[src/rtl/core/bmhq_pkg.sv]
// bmhq_pkg: shared types and constants of the binary min-heap queue.
// Used by bmhq_cmp and binary_min_heap_queue; depends on nothing.
`default_nettype none

package bmhq_pkg;

    localparam int CAPACITY_DEF = 32;
    localparam int VALUE_W      = 32;
    localparam int STATUS_W     = 2;

    typedef logic signed [VALUE_W-1:0] t_value;
    typedef logic [STATUS_W-1:0]       t_status;

    localparam logic OP_INSERT = 1'b0;
    localparam logic OP_REMOVE = 1'b1;

    localparam t_status ST_OK    = 2'd0;
    localparam t_status ST_FULL  = 2'd1;
    localparam t_status ST_EMPTY = 2'd2;

endpackage

`default_nettype wire

[src/rtl/core/bmhq_cmp.sv]
// bmhq_cmp: the shared signed less-than unit of the heap sequencer.
// Depends on bmhq_pkg for the value type.
`default_nettype none

module bmhq_cmp (
    input  wire bmhq_pkg::t_value i_a,
    input  wire bmhq_pkg::t_value i_b,
    output logic                  o_less
);

    // signed compare on two's complement words
    assign o_less = (i_a < i_b);

endmodule

`default_nettype wire

[src/rtl/core/binary_min_heap_queue.sv]
// binary_min_heap_queue: top level, sequencer and heap storage.
// Depends on bmhq_pkg and bmhq_cmp.
`default_nettype none

// Priority queue of signed 32-bit words held as a binary min-heap of CAPACITY
// entries. Pulse start while busy is low to hand in one request: i_operation 0
// inserts i_value, 1 removes the minimum. Exactly one result word comes back,
// shown for a single cycle with o_valid high; the receiver cannot stall it, so
// capture it in that cycle. o_status is ok, full (insert dropped) or empty
// (remove refused); o_count_after is the element count after the request and
// o_removed_value the minimum taken (zero otherwise). A refused request
// answers in the next cycle. An insert keeps busy high while the word climbs
// toward the root, at most log2(CAPACITY) levels; a remove keeps it high
// while the word sinks toward the leaves, until a leaf or a failed compare
// stops it. The result is shown in the same cycle that busy drops. The cost
// per level is set by the single read port of the heap memory, whose read
// data is registered, and by the one compare unit that the sequencer shares
// between all comparisons. A new request may be started in the same cycle
// the result is shown. The heap memory is not cleared at reset; only slots
// below the count are read.
module binary_min_heap_queue #(
    parameter int CAPACITY = bmhq_pkg::CAPACITY_DEF,
    localparam int IW = $clog2(CAPACITY),
    localparam int CW = $clog2(CAPACITY + 1)
) (
    input  wire                    i_clk,
    input  wire                    i_rst_n,
    input  wire                    start,
    output logic                   busy,
    input  wire                    i_operation,
    input  wire bmhq_pkg::t_value  i_value,
    output logic                   o_valid,
    output bmhq_pkg::t_value       o_removed_value,
    output bmhq_pkg::t_status      o_status,
    output logic [CW-1:0]          o_count_after
);

    localparam int XW = IW + 2;   // wide enough for child indexes and counts

    // sequencer states
    localparam logic [3:0] S_IDLE    = 4'd0;
    localparam logic [3:0] S_UP_CHK  = 4'd1;
    localparam logic [3:0] S_UP_CMP  = 4'd2;
    localparam logic [3:0] S_RM_ROOT = 4'd3;
    localparam logic [3:0] S_RM_LAST = 4'd4;
    localparam logic [3:0] S_DN_CHK  = 4'd5;
    localparam logic [3:0] S_DN_LEFT = 4'd6;
    localparam logic [3:0] S_DN_RGT  = 4'd7;
    localparam logic [3:0] S_DN_CMP  = 4'd8;

    logic [3:0]          r_state, n_state;
    logic [CW-1:0]       r_count, n_count;
    logic [IW-1:0]       r_pos, n_pos;
    logic [IW-1:0]       r_child, n_child;
    bmhq_pkg::t_value    r_item, n_item;
    bmhq_pkg::t_value    r_best, n_best;
    bmhq_pkg::t_value    r_removed, n_removed;
    bmhq_pkg::t_status   r_status, n_status;
    logic                r_valid, n_valid;

    // heap memory: one write port, one registered read port
    bmhq_pkg::t_value    mem [CAPACITY];
    bmhq_pkg::t_value    r_rd_data;
    logic [IW-1:0]       rd_addr;
    logic                wr_en;
    logic [IW-1:0]       wr_addr;
    bmhq_pkg::t_value    wr_data;

    // shared compare unit
    bmhq_pkg::t_value    cmp_a, cmp_b;
    logic                cmp_less;

    logic                accept;
    logic [IW-1:0]       parent;
    logic [XW-1:0]       child_x;
    logic [XW-1:0]       size_x;

    bmhq_cmp u_cmp (
        .i_a    (cmp_a),
        .i_b    (cmp_b),
        .o_less (cmp_less)
    );

    assign accept  = start && !busy;
    assign busy    = (r_state != S_IDLE);
    assign parent  = IW'((r_pos - 1'b1) >> 1);
    assign child_x = {1'b0, r_pos, 1'b1};
    assign size_x  = XW'(r_count);

    always_ff @(posedge i_clk) begin
        if (wr_en) begin
            mem[wr_addr] <= wr_data;
        end
        r_rd_data <= mem[rd_addr];
    end

    always_comb begin
        n_state   = r_state;
        n_count   = r_count;
        n_pos     = r_pos;
        n_child   = r_child;
        n_item    = r_item;
        n_best    = r_best;
        n_removed = r_removed;
        n_status  = r_status;
        n_valid   = 1'b0;
        rd_addr   = '0;
        wr_en     = 1'b0;
        wr_addr   = r_pos;
        wr_data   = r_item;
        cmp_a     = r_best;
        cmp_b     = r_item;

        case (r_state)
            S_IDLE: begin
                if (accept) begin
                    n_removed = '0;
                    n_status  = bmhq_pkg::ST_OK;
                    if (i_operation == bmhq_pkg::OP_INSERT) begin
                        if (r_count >= CW'(CAPACITY)) begin
                            // full: drop the word, answer at once
                            n_status = bmhq_pkg::ST_FULL;
                            n_valid  = 1'b1;
                        end else begin
                            n_item  = i_value;
                            n_pos   = IW'(r_count);
                            n_count = r_count + 1'b1;
                            n_state = S_UP_CHK;
                        end
                    end else begin
                        if (r_count == '0) begin
                            n_status = bmhq_pkg::ST_EMPTY;
                            n_valid  = 1'b1;
                        end else begin
                            rd_addr = '0;
                            n_state = S_RM_ROOT;
                        end
                    end
                end
            end
            S_UP_CHK: begin
                if (r_pos == '0) begin
                    wr_en   = 1'b1;
                    n_valid = 1'b1;
                    n_state = S_IDLE;
                end else begin
                    rd_addr = parent;
                    n_child = parent;
                    n_state = S_UP_CMP;
                end
            end
            S_UP_CMP: begin
                cmp_a = r_rd_data;
                cmp_b = r_item;
                wr_en = 1'b1;
                if (cmp_less) begin
                    // parent strictly smaller: settle here
                    n_valid = 1'b1;
                    n_state = S_IDLE;
                end else begin
                    // move the parent down and climb
                    wr_data = r_rd_data;
                    n_pos   = r_child;
                    n_state = S_UP_CHK;
                end
            end
            S_RM_ROOT: begin
                n_removed = r_rd_data;
                rd_addr   = IW'(r_count - 1'b1);
                n_count   = r_count - 1'b1;
                n_state   = S_RM_LAST;
            end
            S_RM_LAST: begin
                n_item = r_rd_data;
                n_pos  = '0;
                if (r_count == '0) begin
                    n_valid = 1'b1;
                    n_state = S_IDLE;
                end else begin
                    n_state = S_DN_CHK;
                end
            end
            S_DN_CHK: begin
                if (child_x >= size_x) begin
                    wr_en   = 1'b1;
                    n_valid = 1'b1;
                    n_state = S_IDLE;
                end else begin
                    rd_addr = IW'(child_x);
                    n_state = S_DN_LEFT;
                end
            end
            S_DN_LEFT: begin
                n_best  = r_rd_data;
                n_child = IW'(child_x);
                if ((child_x + 1'b1) < size_x) begin
                    rd_addr = IW'(child_x + 1'b1);
                    n_state = S_DN_RGT;
                end else begin
                    n_state = S_DN_CMP;
                end
            end
            S_DN_RGT: begin
                // take the right child only if strictly smaller
                cmp_a = r_rd_data;
                cmp_b = r_best;
                if (cmp_less) begin
                    n_best  = r_rd_data;
                    n_child = r_child + 1'b1;
                end
                n_state = S_DN_CMP;
            end
            S_DN_CMP: begin
                cmp_a = r_best;
                cmp_b = r_item;
                wr_en = 1'b1;
                if (cmp_less) begin
                    // lift the child and sink one level
                    wr_data = r_best;
                    n_pos   = r_child;
                    n_state = S_DN_CHK;
                end else begin
                    n_valid = 1'b1;
                    n_state = S_IDLE;
                end
            end
            default: begin
                n_state = S_IDLE;
            end
        endcase
    end

    always_ff @(posedge i_clk) begin
        if (!i_rst_n) begin
            r_state <= S_IDLE;
            r_count <= '0;
            r_valid <= 1'b0;
        end else begin
            r_state <= n_state;
            r_count <= n_count;
            r_valid <= n_valid;
        end
        r_pos     <= n_pos;
        r_child   <= n_child;
        r_item    <= n_item;
        r_best    <= n_best;
        r_removed <= n_removed;
        r_status  <= n_status;
    end

    assign o_valid         = r_valid;
    assign o_removed_value = r_removed;
    assign o_status        = r_status;
    assign o_count_after   = r_count;

    a_count_bound : assert property (@(posedge i_clk) disable iff (!i_rst_n)
        r_count <= CW'(CAPACITY))
        else $error("element count above capacity");

    a_strobe_idle : assert property (@(posedge i_clk) disable iff (!i_rst_n)
        o_valid |-> !busy)
        else $error("result shown while sequencer busy");

    a_full_count : assert property (@(posedge i_clk) disable iff (!i_rst_n)
        (o_valid && o_status == bmhq_pkg::ST_FULL) |-> (o_count_after == CW'(CAPACITY)))
        else $error("full status with heap not full");

    a_empty_zero : assert property (@(posedge i_clk) disable iff (!i_rst_n)
        (o_valid && o_status == bmhq_pkg::ST_EMPTY)
            |-> (o_count_after == '0 && o_removed_value == '0))
        else $error("empty status with stale count or value");

    a_accept_moves : assert property (@(posedge i_clk) disable iff (!i_rst_n)
        (start && !busy) |=> (busy || o_valid))
        else $error("accepted request neither started nor answered");

endmodule

`default_nettype wire

[config.mk]
export PLATFORM = sky130hd
export DESIGN_NAME = binary_min_heap_queue
export DESIGN_NICKNAME = d
export VERILOG_FILES = /design/src/rtl/core/bmhq_pkg.sv /design/src/rtl/core/bmhq_cmp.sv /design/src/rtl/core/binary_min_heap_queue.sv
export SDC_FILE = /design/constraint.sdc
export NUM_CORES = 2
export LEC_CHECK = 0
export BUFFER_PORTS_ARGS = -buffer_cell sky130_fd_sc_hd__buf_2
export CORE_ASPECT_RATIO = 1.5
export CORE_MARGIN = 3
export CORE_UTILIZATION = 30
export DETAILED_ROUTE_END_ITERATION = 8
export SLEW_MARGIN = 20
export SYNTH_ARGS = -nofsm -noshare
export SYNTH_HDL_FRONTEND = slang
export SYNTH_HIERARCHICAL = 1
export SYNTH_SLANG_ARGS = --single-unit
[constraint.sdc]
create_clock -name i_clk -period 7.5 [get_ports i_clk]
set_input_delay 0.375 -clock i_clk [delete_from_list [all_inputs] [get_ports i_clk]]
set_output_delay 0.375 -clock i_clk [all_outputs]
set_load 0.005 [all_outputs]
# After elaboration in Yosys (flattened, before gate mapping)
# Memory sizes are Yosys's and may differ from the RTL's. A register that Yosys moved wholly into a read port is not among the register bits.
# Cells that the tools add are included.
dict set report classes {
  n_div 0
  n_bitwise 0
  order_cmp 4
  n_mul 0
  n_shift 0
  mux 56
  eq_ne 17
  addsub 5
  reduce_logical 21
}
# op n
set op_table {}
lappend op_table {{32-bit two-way mux} 9}
lappend op_table {{32-bit one-hot mux with 2 select lines} 4}
lappend op_table {{5-bit two-way mux} 9}
lappend op_table {{5-bit one-hot mux with 4 select lines} 2}
lappend op_table {{4-bit one-hot mux with 9 select lines} 1}
lappend op_table {{32-bit less-than comparator} 1}
lappend op_table {{4-bit two-way mux} 6}
lappend op_table {{6-bit two-way mux} 3}
lappend op_table {{4-bit by 3-bit == test with 1-bit output, second input constant} 4}
lappend op_table {{5-bit one-hot mux with 3 select lines} 1}
lappend op_table {{2-bit inequality test, second input constant} 7}
lappend op_table {{1-bit two-way mux} 12}
lappend op_table {{6-bit one-hot mux with 2 select lines} 1}
lappend op_table {{3-bit two-way mux} 3}
lappend op_table {{4-bit by 2-bit == test with 1-bit output, second input constant} 2}
lappend op_table {{4-bit AND reduction} 2}
lappend op_table {{4-bit nonzero test} 2}
lappend op_table {{6-bit by 1-bit adder with 7-bit output, second input constant} 1}
lappend op_table {{7-bit by 6-bit less-than comparator with 1-bit output} 1}
lappend op_table {{6-bit by 1-bit adder with 6-bit output, second input constant} 1}
lappend op_table {{6-bit greater-or-equal comparator} 1}
lappend op_table {{6-bit greater-or-equal comparator, second input constant} 1}
lappend op_table {{6-bit logical NOT} 1}
lappend op_table {{2-bit two-way mux} 3}
lappend op_table {{other kinds (18)} 25}
dict set report word_totals {
  in_bits 36
  latchBits 0
  output_inout_bits 42
  rom_bits 0
  register_bits 119
  mem_count 1
  ram_bits 1024
}
# memory depth width rd rd_ports_with_merged_regs write_ports line_no
set mem_list {}
lappend mem_list {mem 32 32 1 1 1 binary_min_heap_queue.sv:62} ;# bmhq_pkg::t_value mem [CAPACITY];

# Depth between registers and ports, before layout
dict set report depth {
  word_depth 6
  mapped_depth 21
  depth_no_buf 17
}

# Hierarchy
# Netlist, hierarchy kept.
# mod seq_area_each_um2 area_per_inst_um2 cells_each n_inst
set by_module_without_submodules {}
lappend by_module_without_submodules {binary_min_heap_queue 34853.4 46846.2 3234 1}
lappend by_module_without_submodules {bmhq_cmp 0.0 777.0 110 1}

# Worst setup path after synthesis
# Ideal clock, no wire load.
dict set report synth_path {
  path_kind {reg2reg}
  start {reg r_state[0]}
  end {reg r_child[0] (enable)}
  synth_period_minus_slack_ns 5.645
  stages_incl_launch_ff 17
  n_path_buf 3
  setup_slack_ns 1.855
  arrival_time_ns 5.332
  path_cell_list {dfxtp_1 clkbuf_1 or2_2 clkbuf_1 a21boi_1 clkbuf_1 mux2_2 ha_1 a21o_1 a21o_1 a21oi_1 o21ai_1 a221o_1 mux2i_1 inv_1 a21oi_1 a21o_1}
}
dict set report synth_via {
  elab_chain_len 6
  elab_cells_between_ends 12
}
# item line_no
set synth_lines {}
lappend synth_lines {{start, declared} binary_min_heap_queue.sv:51} ;# logic [3:0] r_state, n_state;
lappend synth_lines {{start signal, assigned} binary_min_heap_queue.sv:239} ;# r_state <= n_state;
lappend synth_lines {{4-bit by 3-bit == test with 1-bit output / 4-bit by 2-bit == test with 1-bit output (equally long branches)} binary_min_heap_queue.sv:114} ;# case (r_state)
lappend synth_lines {{2-bit OR reduction (no source line) (*)} --}
lappend synth_lines {{32-bit two-way mux (*)} binary_min_heap_queue.sv:114}
lappend synth_lines {{net cmp_a[21]} binary_min_heap_queue.sv:70} ;# bmhq_pkg::t_value cmp_a, cmp_b;
lappend synth_lines {{32-bit less-than comparator (*)} bmhq_cmp.sv:12} ;# assign o_less = (i_a < i_b);
lappend synth_lines {{net cmp_less} binary_min_heap_queue.sv:71} ;# logic cmp_less;
lappend synth_lines {{2-bit inequality test (no source line) (*)} --}
lappend synth_lines {{3-bit AND reduction (no source line) (*)} --}
lappend synth_lines {{end signal, assigned} binary_min_heap_queue.sv:244} ;# r_child <= n_child;
lappend synth_lines {{end, declared} binary_min_heap_queue.sv:54} ;# logic [IW-1:0] r_child, n_child;
# The timed path passes the listed nets; every way through them passes the cells marked *.
# A chain may end at the register's enable or synchronous reset.

# Worst setup path in the final report
dict set report layout_path {
  start {reg r_state[3]}
  end {mem mem[16][11] (netlist name), data pin}
}
dict set report layout_via {
  elab_cells_between_ends 10
}
# item line_no
set layout_lines {}
lappend layout_lines {{4-bit by 3-bit == test with 1-bit output (*)} binary_min_heap_queue.sv:114}
lappend layout_lines {{32-bit two-way mux (*)} binary_min_heap_queue.sv:114}
lappend layout_lines {{net cmp_b[22]} binary_min_heap_queue.sv:70}
lappend layout_lines {{32-bit less-than comparator (*)} bmhq_cmp.sv:12}
lappend layout_lines {{net cmp_less} binary_min_heap_queue.sv:71}
lappend layout_lines {{32-bit two-way mux (on tied branches)} {binary_min_heap_queue.sv:217, binary_min_heap_queue.sv:156}}
lappend layout_lines {{32-bit one-hot mux with 2 select lines (*)} binary_min_heap_queue.sv:114}
lappend layout_lines {{net wr_data[11]} binary_min_heap_queue.sv:67} ;# bmhq_pkg::t_value wr_data;
lappend layout_lines {{end, declared} binary_min_heap_queue.sv:62}
# Marked as above.

==> run summary <==
The flow ran to the end, and the final reports show no timing, DRC or antenna violations. For the number of distinct library cell variants in the gate-level netlist after synthesis, the log shows 68. The global placer's final weighted congestion is 0.889.

The count of input and output buffers is 77, and the number of nets in the layout is 3511. A synthesized cell averages 14.2 µm². Initial core utilization: 30.3%. Data on the critical path arrives at its endpoint at 6.95 ns. The clock network accounts for 26.2% of the total power. The DRC violation count after routing is 0. For this run, asynchronously set or reset flops after synthesis account for 0%. The type of the worst setup path is flop to flop. The endpoint required time on the critical path was 7.89 ns; the share of power burned in registers was 43.7%. Cell internal power was estimated by the tool at 0.0137 W. Cell with the biggest individual delay on the critical path: sky130_fd_sc_hd__dfxtp_1.

The delay of the slowest cell on the worst path was 0.74 ns; the clock skew was 0.0242 ns. In this run, CTS created clock tree buffers numbering 103. The vias per cell is 5.39, and the maximum net fanout on the critical path is 32. The signal on the critical path passes through nor2b_1 -> and2_1 -> nand2_1 -> buf_4 -> mux2_2 -> inv_1 -> ha_1 -> a21o_1 -> a21oi_1 -> o21ai_1 -> a221o_1 -> mux2i_1 -> a22oi_1 -> o21ai_4 -> buf_4 -> a222oi_1 -> inv_1.

The cell sitting at the root of the clock tree is a sky130_fd_sc_hd__clkbuf_16. The violation count after the first detailed-routing iteration was 3973. The total overflow left after global routing is 0. The largest net degree at the start of global routing was 140. Total detailed-routing wirelength: 150000 µm.

The clock-pin slew of the registers on the worst-case setup and hold paths came out at 0.07 ns. By area the synthesized netlist is led by sky130_fd_sc_hd__edfxtp_1 71%, sky130_fd_sc_hd__nand2_1 6.2%, sky130_fd_sc_hd__mux2i_1 2.8%, sky130_fd_sc_hd__dfxtp_1 1.8%, sky130_fd_sc_hd__a31oi_1 1.6%. Yosys mapped a number of flops with a built-in enable equal to 1132.

The share of synthesized area in the top cell type comes to 71.4%. Final-report max-slew violation count: 0. After Yosys synthesis, and, or, nand and nor cells account for 9.32% of the synthesized area. Detailed placement ended at an HPWL of 82200 µm.

The maximum count of clock buffers along a single path came out at 3. Counting both buffers and inverters, the worst setup path holds a total of 4. The net switching power of the design is 0.00739 W. The tools report the worst supply voltage drop on vdd as 309 µV. The run gives 73.2% as the fraction of the yosys area taken by sequential cells.

The sum of negative setup slack was 0 ns. The post-route worst hold slack was 0.0586 ns; the power per cell area was 386 nW/µm². The die is 494 µm tall. The tools report the sort of element at the end of the critical path as a flop. The number of antenna violations at the first check in global routing is 2, and the compound-gate portion of the synthesized area is 8.93%. The run gives 0 as the number of violations of the max-capacitance limit.

The number of placement rows is 178, and the sequential cell area is 34900 µm². In the finished design, the share of the clock period the worst path needs comes to 87.4%. The analysis attributes to cell leakage a power of 17.9 nW.

The run gives 22.1% as the worst relative slew slack. After detailed routing, the average wire length per cell comes to 26.9 µm. Global routing usage on met3: 2.80%. Family of cells with the greatest summed delay on the critical path: compound AO/OA/AOI/OAI gates. Cell total after placement: 5365. TritonCTS built the clock tree.

Of the cells placed in the final design, the portion with a size suffix greater than 1 is 13.3%. The flip-flop and latch count after synthesis is 1175. By instance count, the leading cell after synthesis is sky130_fd_sc_hd__edfxtp_1.

The first-pass GRT wire length is 213000 µm, and the area used by multi-input combinational logic is 12000 µm². The count of cells in the finished layout, fillers not included, comes to 5585. CTS built an H-tree with a depth of 3. In this run the standard cell core region covers 157000 µm². Across all layers, the routed design uses 30102 vias. The global routing stage identified its most utilized layer as met2.

The die covers 164000 µm². The number of primary I/O pins is 78. In the synthesized netlist the dominant register cell turns out to be sky130_fd_sc_hd__edfxtp_1. The tools report the combinational share of power as 30.1%. The Yosys step of the flow raised 6 warnings. Global routing used 17.8% of the available tracks.

The fraction of synthesized cell area in xor and xnor cells is 0.313%, and the final critical delay including setup and external delays is 6.56 ns. The logs give 9 for the detailed-routing iteration count for the pre-antenna-repair pass and 29.7% for the met2 routing resource usage after global routing. The die is 331 µm wide. The number of global-route vias before repair came out at 29291. The post-synthesis mux area share came out at 4.34%. The worst setup path is launched from a flop.

The filler cells instantiated in the layout total 15077. The share of synthesized cell area in full adder, half adder and majority cells was 1.33%. The combined area of all synthesized cells was 47600 µm². Main combinational cell family by area after synthesis: simple AND/OR/NAND/NOR gates. The largest total area in the synthesized netlist belongs to sky130_fd_sc_hd__edfxtp_1.

Once the clock tree was built, the setup fixing pass inserted 0 buffers. The worst hold path class is primary input to flop. The run gives 0 as the post-cts sizing count. The synthesized instance count came out at 3344. For the number of nets in the synthesized netlist, the log shows 3430. Setup repair after global routing left no endpoint under its margin. For this run, the top clock speed supported by timing is 153 MHz. Compared with the post-synthesis result, the final layout area differs by 14.8%.

In the global route stage, met1 resource usage came out at 22.2%. Of the total power, the share spent switching nets is 35.0%. The count of nets left with antenna violations once routing finished came out at 0. The tools report the count of endpoints failing setup in the final report as 0. By count the netlist is led by 1132 x sky130_fd_sc_hd__edfxtp_1, 783 x sky130_fd_sc_hd__nand2_1, 132 x sky130_fd_sc_hd__mux2i_1.

For this run, the share of the core covered by cells in the final layout is 34.8%. The tree built by TritonCTS fans out to 1175 sinks. At the pin with the least slew margin, the transition time is 1.17 ns. The number of hold violations in the final report is 0. The clock reaches the later pin of the worst-skew pair after 0.72 ns.
## power by group through the flow
stage | Sequential (W) | Combinational [W] | Clock [W]
2_1_floorplan | 0.00893 | 0.00415 | 0
3_3_place_gp | 0.00934 | 0.00616 | 0
3_5_place_dp | 0.00934 | 0.00627 | 0
4_1_cts | 0.00920 | 0.00630 | 0.00560
5_1_grt | 0.00922 | 0.00681 | 0.00588
6_report | 0.00921 | 0.00634 | 0.00553
## through the flow
| step | setup slack [ns] | instance area, µm² | power, W |
|---|---|---|---|
| after floorplan | 1.85 | 47600 | 0.0131 |
| final | 0.944 | 54700 | 0.0211 |
| after CTS | 1.14 | 54600 | 0.0211 |
| after global routing | 0.633 | 54700 | 0.0219 |
| after detailed placement | 1.15 | 50900 | 0.0156 |
| after global placement | 1.32 | 50800 | 0.0155 |
## registers in the layout (all words and copies together) (netlist names)
name             count
o_valid              1
r_pos                5
o_status             2
mem               1024
r_child              5
r_item              32
o_removed_value     32
o_count_after        6
r_rd_data           32
r_state              4
r_best              32
## cell families (layout without fill, tap and decap cells)
kind of cell	after synthesis	in the layout
flip-flops	1175	1175
AND/OR/NAND/NOR	1066	1066
AO/OA/AOI/OAI	552	552
buffers and inverters	286	455
multiplexers	197	197
adder cells (fa/ha/maj)	51	51
XOR/XNOR	17	17
other	0	2
## layout by cell type, fill, tap and decap left out, drive strengths merged, types with 5 or more instances in the layout
cell type / netlist / routed
o21ai: 71 / 71
mux2i: 132 / 132
dlygate4sd3: 0 / 24
nand2b: 9 / 9
and2: 38 / 38
xor2: 6 / 6
clkinvlp: 0 / 7
a32oi: 66 / 66
or3: 5 / 5
inv: 78 / 81
clkinv: 0 / 41
clkbuf: 125 / 128
a21o: 8 / 8
buf: 83 / 160
a31oi: 119 / 119
a32o: 59 / 59
xnor2: 11 / 11
a221o: 32 / 32
nand4: 10 / 10
nor2: 63 / 63
bufinv: 0 / 14
ha: 50 / 50
a222oi: 32 / 32
o31ai: 6 / 6
mux2: 64 / 64
nor3: 17 / 17
a221oi: 61 / 61
nand2: 783 / 783
dfxtp: 43 / 43
edfxtp: 1132 / 1132
a21oi: 66 / 66
and3: 8 / 8
nand3: 113 / 113
## metal layers
layer  up-vias  routed length, µm
met5         -                 33
met4         2               8830
met3       375              12100
met2      1558              72300
met1     15284              57000
li1      12883                  -
## worst min-delay path: cells and delay by family
kind / cells / cell delay, ns
AND/OR/NAND/NOR: 2 / 0.15
buffers and inverters: 1 / 0.13
## final timing paths
check / from / end / slack [ns] / depth (start not counted)
hold / removal: i_value[4] / r_item[4] / 0.06 / 3
hold reg to reg: r_rd_data[20] / r_best[20] / 0.56 / 0
setup reg to reg: r_state[3] / mem[16][11] / 0.94 / 17
setup / recovery: r_state[3] / mem[16][11] / 0.94 / 17
## repair_timing
action / in CTS / in global routing
endpoints found under the setup margin: 0 / 0
endpoints found under the hold margin: 28 / 0
hold buffers: 24 / 0
## area by class of cell
cell class,instances,area share (%)
antenna,2,0.00915
clock buffer,128,5.07
inverter,78,0.535
sequential,1175,63.7
clock inverter,65,1.38
timing repair buffer,184,2.65
tap,2070,4.74
multi-input combinational,1883,21.9
Power figures use the tool's default switching activity.
